--- src/rtl/core/kf2_pkg.sv ---
package kf2_pkg;

    // input request: one measurement and a restart flag
    typedef struct packed {
        logic signed [31:0] measurement;
        logic               restart;
    } in_t;

    // output request: predicted state and covariance, with saturation and skip flags
    typedef struct packed {
        logic signed [31:0] est_position;
        logic signed [31:0] est_velocity;
        logic signed [31:0] cov_00;
        logic signed [31:0] cov_01;
        logic signed [31:0] cov_10;
        logic signed [31:0] cov_11;
        logic               saturated;
        logic               update_skipped;
    } out_t;

    // configuration register indexes
    localparam logic [2:0] CFG_STEP_DT      = 3'd0;
    localparam logic [2:0] CFG_MEAS_ROW_POS = 3'd1;
    localparam logic [2:0] CFG_MEAS_ROW_VEL = 3'd2;
    localparam logic [2:0] CFG_MEAS_NOISE   = 3'd3;
    localparam logic [2:0] CFG_CTRL_POS     = 3'd4;
    localparam logic [2:0] CFG_CTRL_VEL     = 3'd5;
    localparam logic [2:0] CFG_INIT_VAR     = 3'd6;

    // datapath operand / destination select
    typedef enum logic [4:0] {
        R_ZERO, R_ONE, R_X0, R_X1, R_P00, R_P01, R_P10, R_P11,
        R_T0, R_T1, R_S, R_Y, R_K0, R_K1, R_A00, R_A01, R_A10, R_A11,
        R_N00, R_N01, R_N10, R_N11, R_Z, R_HX,
        R_H0, R_H1, R_DT, R_R, R_CP, R_CV
    } reg_sel_t;

    // sequencer opcodes
    typedef enum logic [2:0] {
        OP_LD, OP_ADD, OP_SUB, OP_MAC, OP_MSB, OP_DIV, OP_BRS, OP_END
    } op_t;

    typedef struct packed {
        op_t      op;
        reg_sel_t a;
        reg_sel_t b;
        reg_sel_t dst;
        logic     wb;
    } instr_t;

    // datapath command kinds
    typedef enum logic [2:0] {
        DK_NOP, DK_LOAD, DK_ALU, DK_MUL, DK_ACC, DK_DIV
    } dp_kind_t;

    typedef struct packed {
        dp_kind_t kind;
        instr_t   ins;
    } dp_cmd_t;

    typedef struct packed {
        logic s_pos;
        logic div_done;
    } dp_stat_t;

    localparam int unsigned PC_W    = 6;
    localparam logic [5:0]  PRED_PC = 6'd45;

    function automatic instr_t mk(op_t op, reg_sel_t a, reg_sel_t b, reg_sel_t dst,
                                  logic wb);
        instr_t i;
        i.op  = op;
        i.a   = a;
        i.b   = b;
        i.dst = dst;
        i.wb  = wb;
        return i;
    endfunction

    // microprogram: update, then prediction from PRED_PC
    function automatic instr_t prog(logic [5:0] pc);
        instr_t i;
        case (pc)
            6'd0:  i = mk(OP_LD,  R_ZERO, R_ZERO, R_ZERO, 1'b0);
            6'd1:  i = mk(OP_MAC, R_P00, R_H0, R_ZERO, 1'b0);
            6'd2:  i = mk(OP_MAC, R_P01, R_H1, R_T0, 1'b1);
            6'd3:  i = mk(OP_LD,  R_ZERO, R_ZERO, R_ZERO, 1'b0);
            6'd4:  i = mk(OP_MAC, R_P10, R_H0, R_ZERO, 1'b0);
            6'd5:  i = mk(OP_MAC, R_P11, R_H1, R_T1, 1'b1);
            6'd6:  i = mk(OP_LD,  R_R, R_ZERO, R_ZERO, 1'b0);
            6'd7:  i = mk(OP_MAC, R_H0, R_T0, R_ZERO, 1'b0);
            6'd8:  i = mk(OP_MAC, R_H1, R_T1, R_S, 1'b1);
            6'd9:  i = mk(OP_LD,  R_ZERO, R_ZERO, R_ZERO, 1'b0);
            6'd10: i = mk(OP_MAC, R_H0, R_X0, R_ZERO, 1'b0);
            6'd11: i = mk(OP_MAC, R_H1, R_X1, R_HX, 1'b1);
            6'd12: i = mk(OP_LD,  R_Z, R_ZERO, R_ZERO, 1'b0);
            6'd13: i = mk(OP_SUB, R_HX, R_ZERO, R_Y, 1'b1);
            6'd14: i = mk(OP_BRS, R_ZERO, R_ZERO, R_ZERO, 1'b0);
            6'd15: i = mk(OP_DIV, R_T0, R_ZERO, R_K0, 1'b1);
            6'd16: i = mk(OP_DIV, R_T1, R_ZERO, R_K1, 1'b1);
            6'd17: i = mk(OP_LD,  R_ONE, R_ZERO, R_ZERO, 1'b0);
            6'd18: i = mk(OP_MSB, R_K0, R_H0, R_A00, 1'b1);
            6'd19: i = mk(OP_LD,  R_ZERO, R_ZERO, R_ZERO, 1'b0);
            6'd20: i = mk(OP_MSB, R_K0, R_H1, R_A01, 1'b1);
            6'd21: i = mk(OP_LD,  R_ZERO, R_ZERO, R_ZERO, 1'b0);
            6'd22: i = mk(OP_MSB, R_K1, R_H0, R_A10, 1'b1);
            6'd23: i = mk(OP_LD,  R_ONE, R_ZERO, R_ZERO, 1'b0);
            6'd24: i = mk(OP_MSB, R_K1, R_H1, R_A11, 1'b1);
            6'd25: i = mk(OP_LD,  R_X0, R_ZERO, R_ZERO, 1'b0);
            6'd26: i = mk(OP_MAC, R_K0, R_Y, R_X0, 1'b1);
            6'd27: i = mk(OP_LD,  R_X1, R_ZERO, R_ZERO, 1'b0);
            6'd28: i = mk(OP_MAC, R_K1, R_Y, R_X1, 1'b1);
            6'd29: i = mk(OP_LD,  R_ZERO, R_ZERO, R_ZERO, 1'b0);
            6'd30: i = mk(OP_MAC, R_A00, R_P00, R_ZERO, 1'b0);
            6'd31: i = mk(OP_MAC, R_A01, R_P10, R_N00, 1'b1);
            6'd32: i = mk(OP_LD,  R_ZERO, R_ZERO, R_ZERO, 1'b0);
            6'd33: i = mk(OP_MAC, R_A00, R_P01, R_ZERO, 1'b0);
            6'd34: i = mk(OP_MAC, R_A01, R_P11, R_N01, 1'b1);
            6'd35: i = mk(OP_LD,  R_ZERO, R_ZERO, R_ZERO, 1'b0);
            6'd36: i = mk(OP_MAC, R_A10, R_P00, R_ZERO, 1'b0);
            6'd37: i = mk(OP_MAC, R_A11, R_P10, R_N10, 1'b1);
            6'd38: i = mk(OP_LD,  R_ZERO, R_ZERO, R_ZERO, 1'b0);
            6'd39: i = mk(OP_MAC, R_A10, R_P01, R_ZERO, 1'b0);
            6'd40: i = mk(OP_MAC, R_A11, R_P11, R_N11, 1'b1);
            6'd41: i = mk(OP_LD,  R_N00, R_ZERO, R_P00, 1'b1);
            6'd42: i = mk(OP_LD,  R_N01, R_ZERO, R_P01, 1'b1);
            6'd43: i = mk(OP_LD,  R_N10, R_ZERO, R_P10, 1'b1);
            6'd44: i = mk(OP_LD,  R_N11, R_ZERO, R_P11, 1'b1);
            6'd45: i = mk(OP_LD,  R_X0, R_ZERO, R_ZERO, 1'b0);
            6'd46: i = mk(OP_MAC, R_DT, R_X1, R_ZERO, 1'b0);
            6'd47: i = mk(OP_ADD, R_CP, R_ZERO, R_X0, 1'b1);
            6'd48: i = mk(OP_LD,  R_X1, R_ZERO, R_ZERO, 1'b0);
            6'd49: i = mk(OP_ADD, R_CV, R_ZERO, R_X1, 1'b1);
            6'd50: i = mk(OP_LD,  R_P00, R_ZERO, R_ZERO, 1'b0);
            6'd51: i = mk(OP_MAC, R_DT, R_P10, R_P00, 1'b1);
            6'd52: i = mk(OP_LD,  R_P01, R_ZERO, R_ZERO, 1'b0);
            6'd53: i = mk(OP_MAC, R_DT, R_P11, R_P01, 1'b1);
            6'd54: i = mk(OP_LD,  R_P00, R_ZERO, R_ZERO, 1'b0);
            6'd55: i = mk(OP_MAC, R_P01, R_DT, R_P00, 1'b1);
            6'd56: i = mk(OP_LD,  R_P10, R_ZERO, R_ZERO, 1'b0);
            6'd57: i = mk(OP_MAC, R_P11, R_DT, R_P10, 1'b1);
            default: i = mk(OP_END, R_ZERO, R_ZERO, R_ZERO, 1'b0);
        endcase
        return i;
    endfunction

endpackage

--- src/rtl/core/kf2_ctrl.sv ---
module kf2_ctrl (
    input  logic              clk,
    input  logic              rst_n,
    input  logic              in_valid,
    output logic              in_stall,
    output logic              out_valid,
    input  logic              out_stall,
    input  kf2_pkg::dp_stat_t stat,
    output kf2_pkg::dp_cmd_t  cmd,
    output logic              out_load,
    output logic              skipped
);

    typedef enum logic [2:0] {
        ST_IDLE, ST_EXEC, ST_ACC, ST_DIVW, ST_OUT
    } state_t;

    state_t state_reg, state_next;
    logic [kf2_pkg::PC_W-1:0] pc_reg, pc_next;
    logic skip_reg, skip_next;
    logic oval_reg, oval_next;
    kf2_pkg::instr_t ins;

    assign ins      = kf2_pkg::prog(pc_reg);
    assign in_stall = (state_reg != ST_IDLE);
    assign out_load = (state_reg == ST_OUT) && (!oval_reg || !out_stall);

    // sequencing and command decode
    always_comb
    begin
        state_next = state_reg;
        pc_next    = pc_reg;
        skip_next  = skip_reg;
        oval_next  = oval_reg && out_stall;
        cmd.kind   = kf2_pkg::DK_NOP;
        cmd.ins    = ins;
        case (state_reg)
            ST_IDLE:
            begin
                if (in_valid)
                begin
                    cmd.kind   = kf2_pkg::DK_LOAD;
                    pc_next    = '0;
                    skip_next  = 1'b0;
                    state_next = ST_EXEC;
                end
            end
            ST_EXEC:
            begin
                case (ins.op)
                    kf2_pkg::OP_MAC, kf2_pkg::OP_MSB:
                    begin
                        cmd.kind   = kf2_pkg::DK_MUL;
                        state_next = ST_ACC;
                    end
                    kf2_pkg::OP_DIV:
                    begin
                        cmd.kind   = kf2_pkg::DK_DIV;
                        state_next = ST_DIVW;
                    end
                    kf2_pkg::OP_BRS:
                    begin
                        if (stat.s_pos)
                            pc_next = pc_reg + 1'b1;
                        else
                        begin
                            skip_next = 1'b1;
                            pc_next   = kf2_pkg::PRED_PC;
                        end
                    end
                    kf2_pkg::OP_END:
                    begin
                        state_next = ST_OUT;
                    end
                    default:
                    begin
                        cmd.kind = kf2_pkg::DK_ALU;
                        pc_next  = pc_reg + 1'b1;
                    end
                endcase
            end
            ST_ACC:
            begin
                cmd.kind   = kf2_pkg::DK_ACC;
                pc_next    = pc_reg + 1'b1;
                state_next = ST_EXEC;
            end
            ST_DIVW:
            begin
                if (stat.div_done)
                begin
                    pc_next    = pc_reg + 1'b1;
                    state_next = ST_EXEC;
                end
            end
            ST_OUT:
            begin
                if (out_load)
                begin
                    oval_next  = 1'b1;
                    state_next = ST_IDLE;
                end
            end
            default: state_next = ST_IDLE;
        endcase
    end

    // state and registered flags
    always_ff @(posedge clk or negedge rst_n)
    begin
        if (!rst_n)
        begin
            state_reg <= ST_IDLE;
            pc_reg    <= '0;
            skip_reg  <= 1'b0;
            oval_reg  <= 1'b0;
        end
        else
        begin
            state_reg <= state_next;
            pc_reg    <= pc_next;
            skip_reg  <= skip_next;
            oval_reg  <= oval_next;
        end
    end

    assign out_valid = oval_reg;
    assign skipped   = skip_reg;

endmodule

--- config.mk ---
export PLATFORM = sky130hd
export DESIGN_NAME = kf2_ctrl
export DESIGN_NICKNAME = d
export VERILOG_FILES = /design/src/rtl/core/kf2_pkg.sv /design/src/rtl/core/kf2_ctrl.sv
export SDC_FILE = /design/constraint.sdc
export NUM_CORES = 1
export LEC_CHECK = 0
export BUFFER_PORTS_ARGS = -buffer_cell sky130_fd_sc_hd__buf_2
export CAP_MARGIN = 20
export CORE_MARGIN = 3
export CORE_UTILIZATION = 29
export CTS_CLUSTER_DIAMETER = 30
export DETAILED_ROUTE_END_ITERATION = 10
export PLACE_DENSITY = 0.43
export SLEW_MARGIN = 25
export SYNTH_ARGS = -nofsm -noshare
export SYNTH_HDL_FRONTEND = slang
export SYNTH_SLANG_ARGS = --single-unit
--- constraint.sdc ---
create_clock -name clk -period 6.5 [get_ports clk]
set_input_delay 1.3 -clock clk [delete_from_list [all_inputs] [get_ports clk]]
set_output_delay 1.3 -clock clk [all_outputs]
set_load 0.05 [all_outputs]
==> results by group <==
Hold path
  • Hold Path Origin: skipped
  • Tightest Hold Check Type: flip-flop to flip-flop
  • Hold Path Sink: skipped
  • Hold Path Depth: 2

STA
  • Worst slew pin tran: roughly 0.67 ns
  • Final max-slew violation count: 0
  • Setup Viol. Count Final: 0
  • Final setup skew: between 0.0004 and 0.0005 ns
  • FMAX: between 200 and 250 MHz
  • Minimum clock period: slightly below 5 ns
  • Max transition margin: between 50% and 60%
  • Fin. Hold Viols: 0
  • RSZ-0062 raised after global routing: false
  • Period Utilization, post-route: around three quarters
  • Setup TNS: 0 ns

Routing
  • DRT Pass-1 Iters: 5
  • Via density: approximately 5.8
  • Drt drc: 0
  • Number of DRC markers in iteration 0: about 210
  • DRT Wirelength: 7380 um
  • Avg WL per Cell: roughly 17 um
  • Detail Route Antenna Nets: 0
  • Routed vias: between 2000 and 2500

Clock network
  • Num CTS Buffers: 3
  • Setup Fix Bufs, Post-CTS: 0
  • Clock Path Buffers: 2
  • Clock net sink count: 11
  • Root Buffer: clkbuf_8
  • Post-CTS Hold Buffers: 0
  • H-Tree Depth: 1
  • PostCTS Resize Cnt: 0
  • Worst-skew pair later-pin latency: between 0.2 and 0.25 ns
  • Worst-path clk slew: 0.05 ns
  • TritonCTS clock tree: done

Cells and area
  • Post-route insts no fill: ~430
  • Share of post-route cells with drive strength above 1: between 10% and 20%
  • Most frequent cells in the layout: 50 x nand2_1, 31 x buf_2, 29 x nor2_1
  • Syn-to-layout area delta: 10.6%
  • Most common cell after layout, fill and taps aside: nand2_1
  • # fillers: around 820
  • Ant diodes: 0
  • Max reg flops: 6
  • Seq. cell area: 277 um2
  • Multi-input logic area: approximately 1600 um2
  • Nets: approximately 350

Global route
  • First-pass GRT wire length: ~12000 um
  • Number of global-route vias before repair: about 2300
  • Total track usage: about 18%
  • Pin count of the biggest net entering global routing: 52
  • Global route overflow: 0
  • Initial antenna violation count: 0

Setup path
  • Worst setup SP type: flip-flop
  • Crit path kind: flip-flop to output port
  • Reg2reg end: pc_reg[2]
  • Buffers and inverters on the worst path: 3
  • CP delay by family, top: simple AND/OR/NAND/NOR gates
  • Worst r2r src: pc_reg[0]
  • CP cell instances: inv_1, ha_1, nor2_1, nor4_1, or3_1, nor2_1, inv_1, o21a_1, nor2_1, buf_2
  • Reg2Reg Setup Slack: 2.71 ns
  • CP required: roughly 5.2 ns
  • Crit path max fanout: 18
  • FF-to-FF path depth: 9
  • Critical path arrival: ~3.6 ns
  • Slowest cell on the critical path: dfrtp_1
  • CP most frequent cell: nor2_1
  • CP max stage delay: 0.69 ns
  • Worst setup path start: pc_reg[0]
  • CP endpoint kind: output port

Power
  • Peak supply drop: 0.000264 V
  • Power Dens Cells: between 500 and 600 nW/um2
  • Static Leak: between 0.9 and 1 nW
  • Power, Total: approximately 1.4 mW

Floorplan
  • # IOs: 32
  • Initial cell density of the core: a little under a third
  • Die height: 91.0 um
  • Row count: 30
  • Core box area: between 6000 and 7000 um2
  • Die width: around 90 um
  • Die area: around 8300 um2

Yosys
  • Post-synthesis register bit count: 11
  • Yosys cell types: 55
  • Syn Inst Count: around 320
  • Synthesized area: about 2100 um2
  • Synth warnings: 0
  • Average size of a mapped cell: roughly 6.5 um2
  • Top FF cell, synth: dfrtp_1
  • Syn Nets: about 340
  • Seq/Total Area, Yosys: a little over an eighth
  • Post-synth ARST share: 100%
  • Count of flip-flops with a built-in enable after synthesis: 0

Place
  • Port buffer count: 31
  • DP Cell Count: approximately 430
  • Dpl hpwl: 5340 um
  • Gpl congestion: roughly 0.9

Run
  • Max Cap Viol: 0

Outcome
  • Status: complete, no violations
## synthesized netlist by cell type, types with 2 or more instances
| library cell | number | area [um2] |
|---|---|---|
| a21oi_1 | 27 | 135 |
| a31oi_1 | 7 | 43.8 |
| buf_1 | 4 | 15.0 |
| mux2_2 | 4 | 45.0 |
| buf_4 | 2 | 15.0 |
| nand4_1 | 2 | 12.5 |
| nand2_1 | 50 | 188 |
| a311oi_1 | 2 | 17.5 |
| dfrtp_1 | 11 | 275 |
| a2111oi_0 | 2 | 17.5 |
| a211oi_1 | 4 | 30.0 |
| a21o_1 | 2 | 15.0 |
| clkbuf_1 | 17 | 63.8 |
| buf_2 | 5 | 25.0 |
| or2_2 | 2 | 12.5 |
| nand2b_1 | 9 | 56.3 |
| nor2b_1 | 3 | 18.8 |
| o211ai_1 | 10 | 75.1 |
| nor2_1 | 29 | 109 |
| ha_1 | 14 | 175 |
| and3b_1 | 2 | 17.5 |
| nand3b_1 | 2 | 15.0 |
| o21a_1 | 2 | 15.0 |
| nor3_1 | 4 | 20.0 |
| o21ai_0 | 25 | 125 |
| and3_1 | 4 | 25.0 |
| a221oi_1 | 4 | 35.0 |
| o221ai_1 | 2 | 17.5 |
| a221o_1 | 2 | 20.0 |
| a21boi_0 | 2 | 15.0 |
| o22a_1 | 2 | 17.5 |
| o31ai_1 | 6 | 45.0 |
| mux2i_1 | 3 | 30.0 |
| nand3_1 | 15 | 75.1 |
| a211o_1 | 3 | 26.3 |
| or3_1 | 4 | 25.0 |
| o22ai_1 | 5 | 31.3 |
| inv_1 | 13 | 48.8 |
## per-layer routing
metal | track usage, % | wire [um] | vias to the layer above
li1 | - | - | 1210
met1 | 26.2 | 3460 | 1164
met2 | 28.4 | 3370 | 107
met3 | 0.829 | 426 | 11
met4 | 4.02 | 117 | 0
met5 | 0 | 0 | -
## logic make-up (layout without fill, tap and decap cells)
logic type	Yosys count	in the layout	synth area share, %
mux	7	7	3.59
fa+ha+maj	14	14	8.37
flops	11	11	13.1
buf+inv	43	53	8.73
simple gates	130	130	28.7
compound gates	118	118	37.5
## stage by stage
stage	cell area (um2)	util (%)	hold slack, ns	worst slack, ns
final	2310	33.5	0.476	1.62
after global routing	2310	33.5	0.501	1.29
after CTS	2310	33.5	0.482	1.67
after detailed placement	2270	32.9	0.469	1.92
after global placement	2270	32.9	0.470	2.07
after floorplan	2090	-	0.481	1.92
## worst max path at each step
stage	depth (start not counted)	to	slack, ns
floorplan	10	cmd[20]	1.92
global placement	10	cmd[20]	2.07
detailed placement	10	cmd[20]	1.92
CTS	10	cmd[20]	1.67
global route	11	cmd[19]	1.29
finish	10	cmd[20]	1.62
## worst reg2reg max path, delay by kind of cell (launching register included)
| kind | cells | cell delay, ns |
|---|---|---|
| compound gates | 1 | 0.27 |
| fa+ha+maj | 1 | 0.58 |
| simple gates | 4 | 1.13 |
| buf+inv | 1 | 0.29 |
| flops | 1 | 0.69 |
| mux | 2 | 0.72 |
## cell type report
class	instances	area share, %
clock buffers	4	1.95
inverters	14	2.27
multi-input cells	269	70.6
flip-flops and latches	11	11.9
well taps	96	5.19
repair buffers	35	8.00
## where the power goes
part	internal, mW	switching, mW
sequential	0.0860	0.0462
combinational	0.323	0.830
clock	0.0429	0.0238
Note: power is estimated with default switching activity, not from simulation.
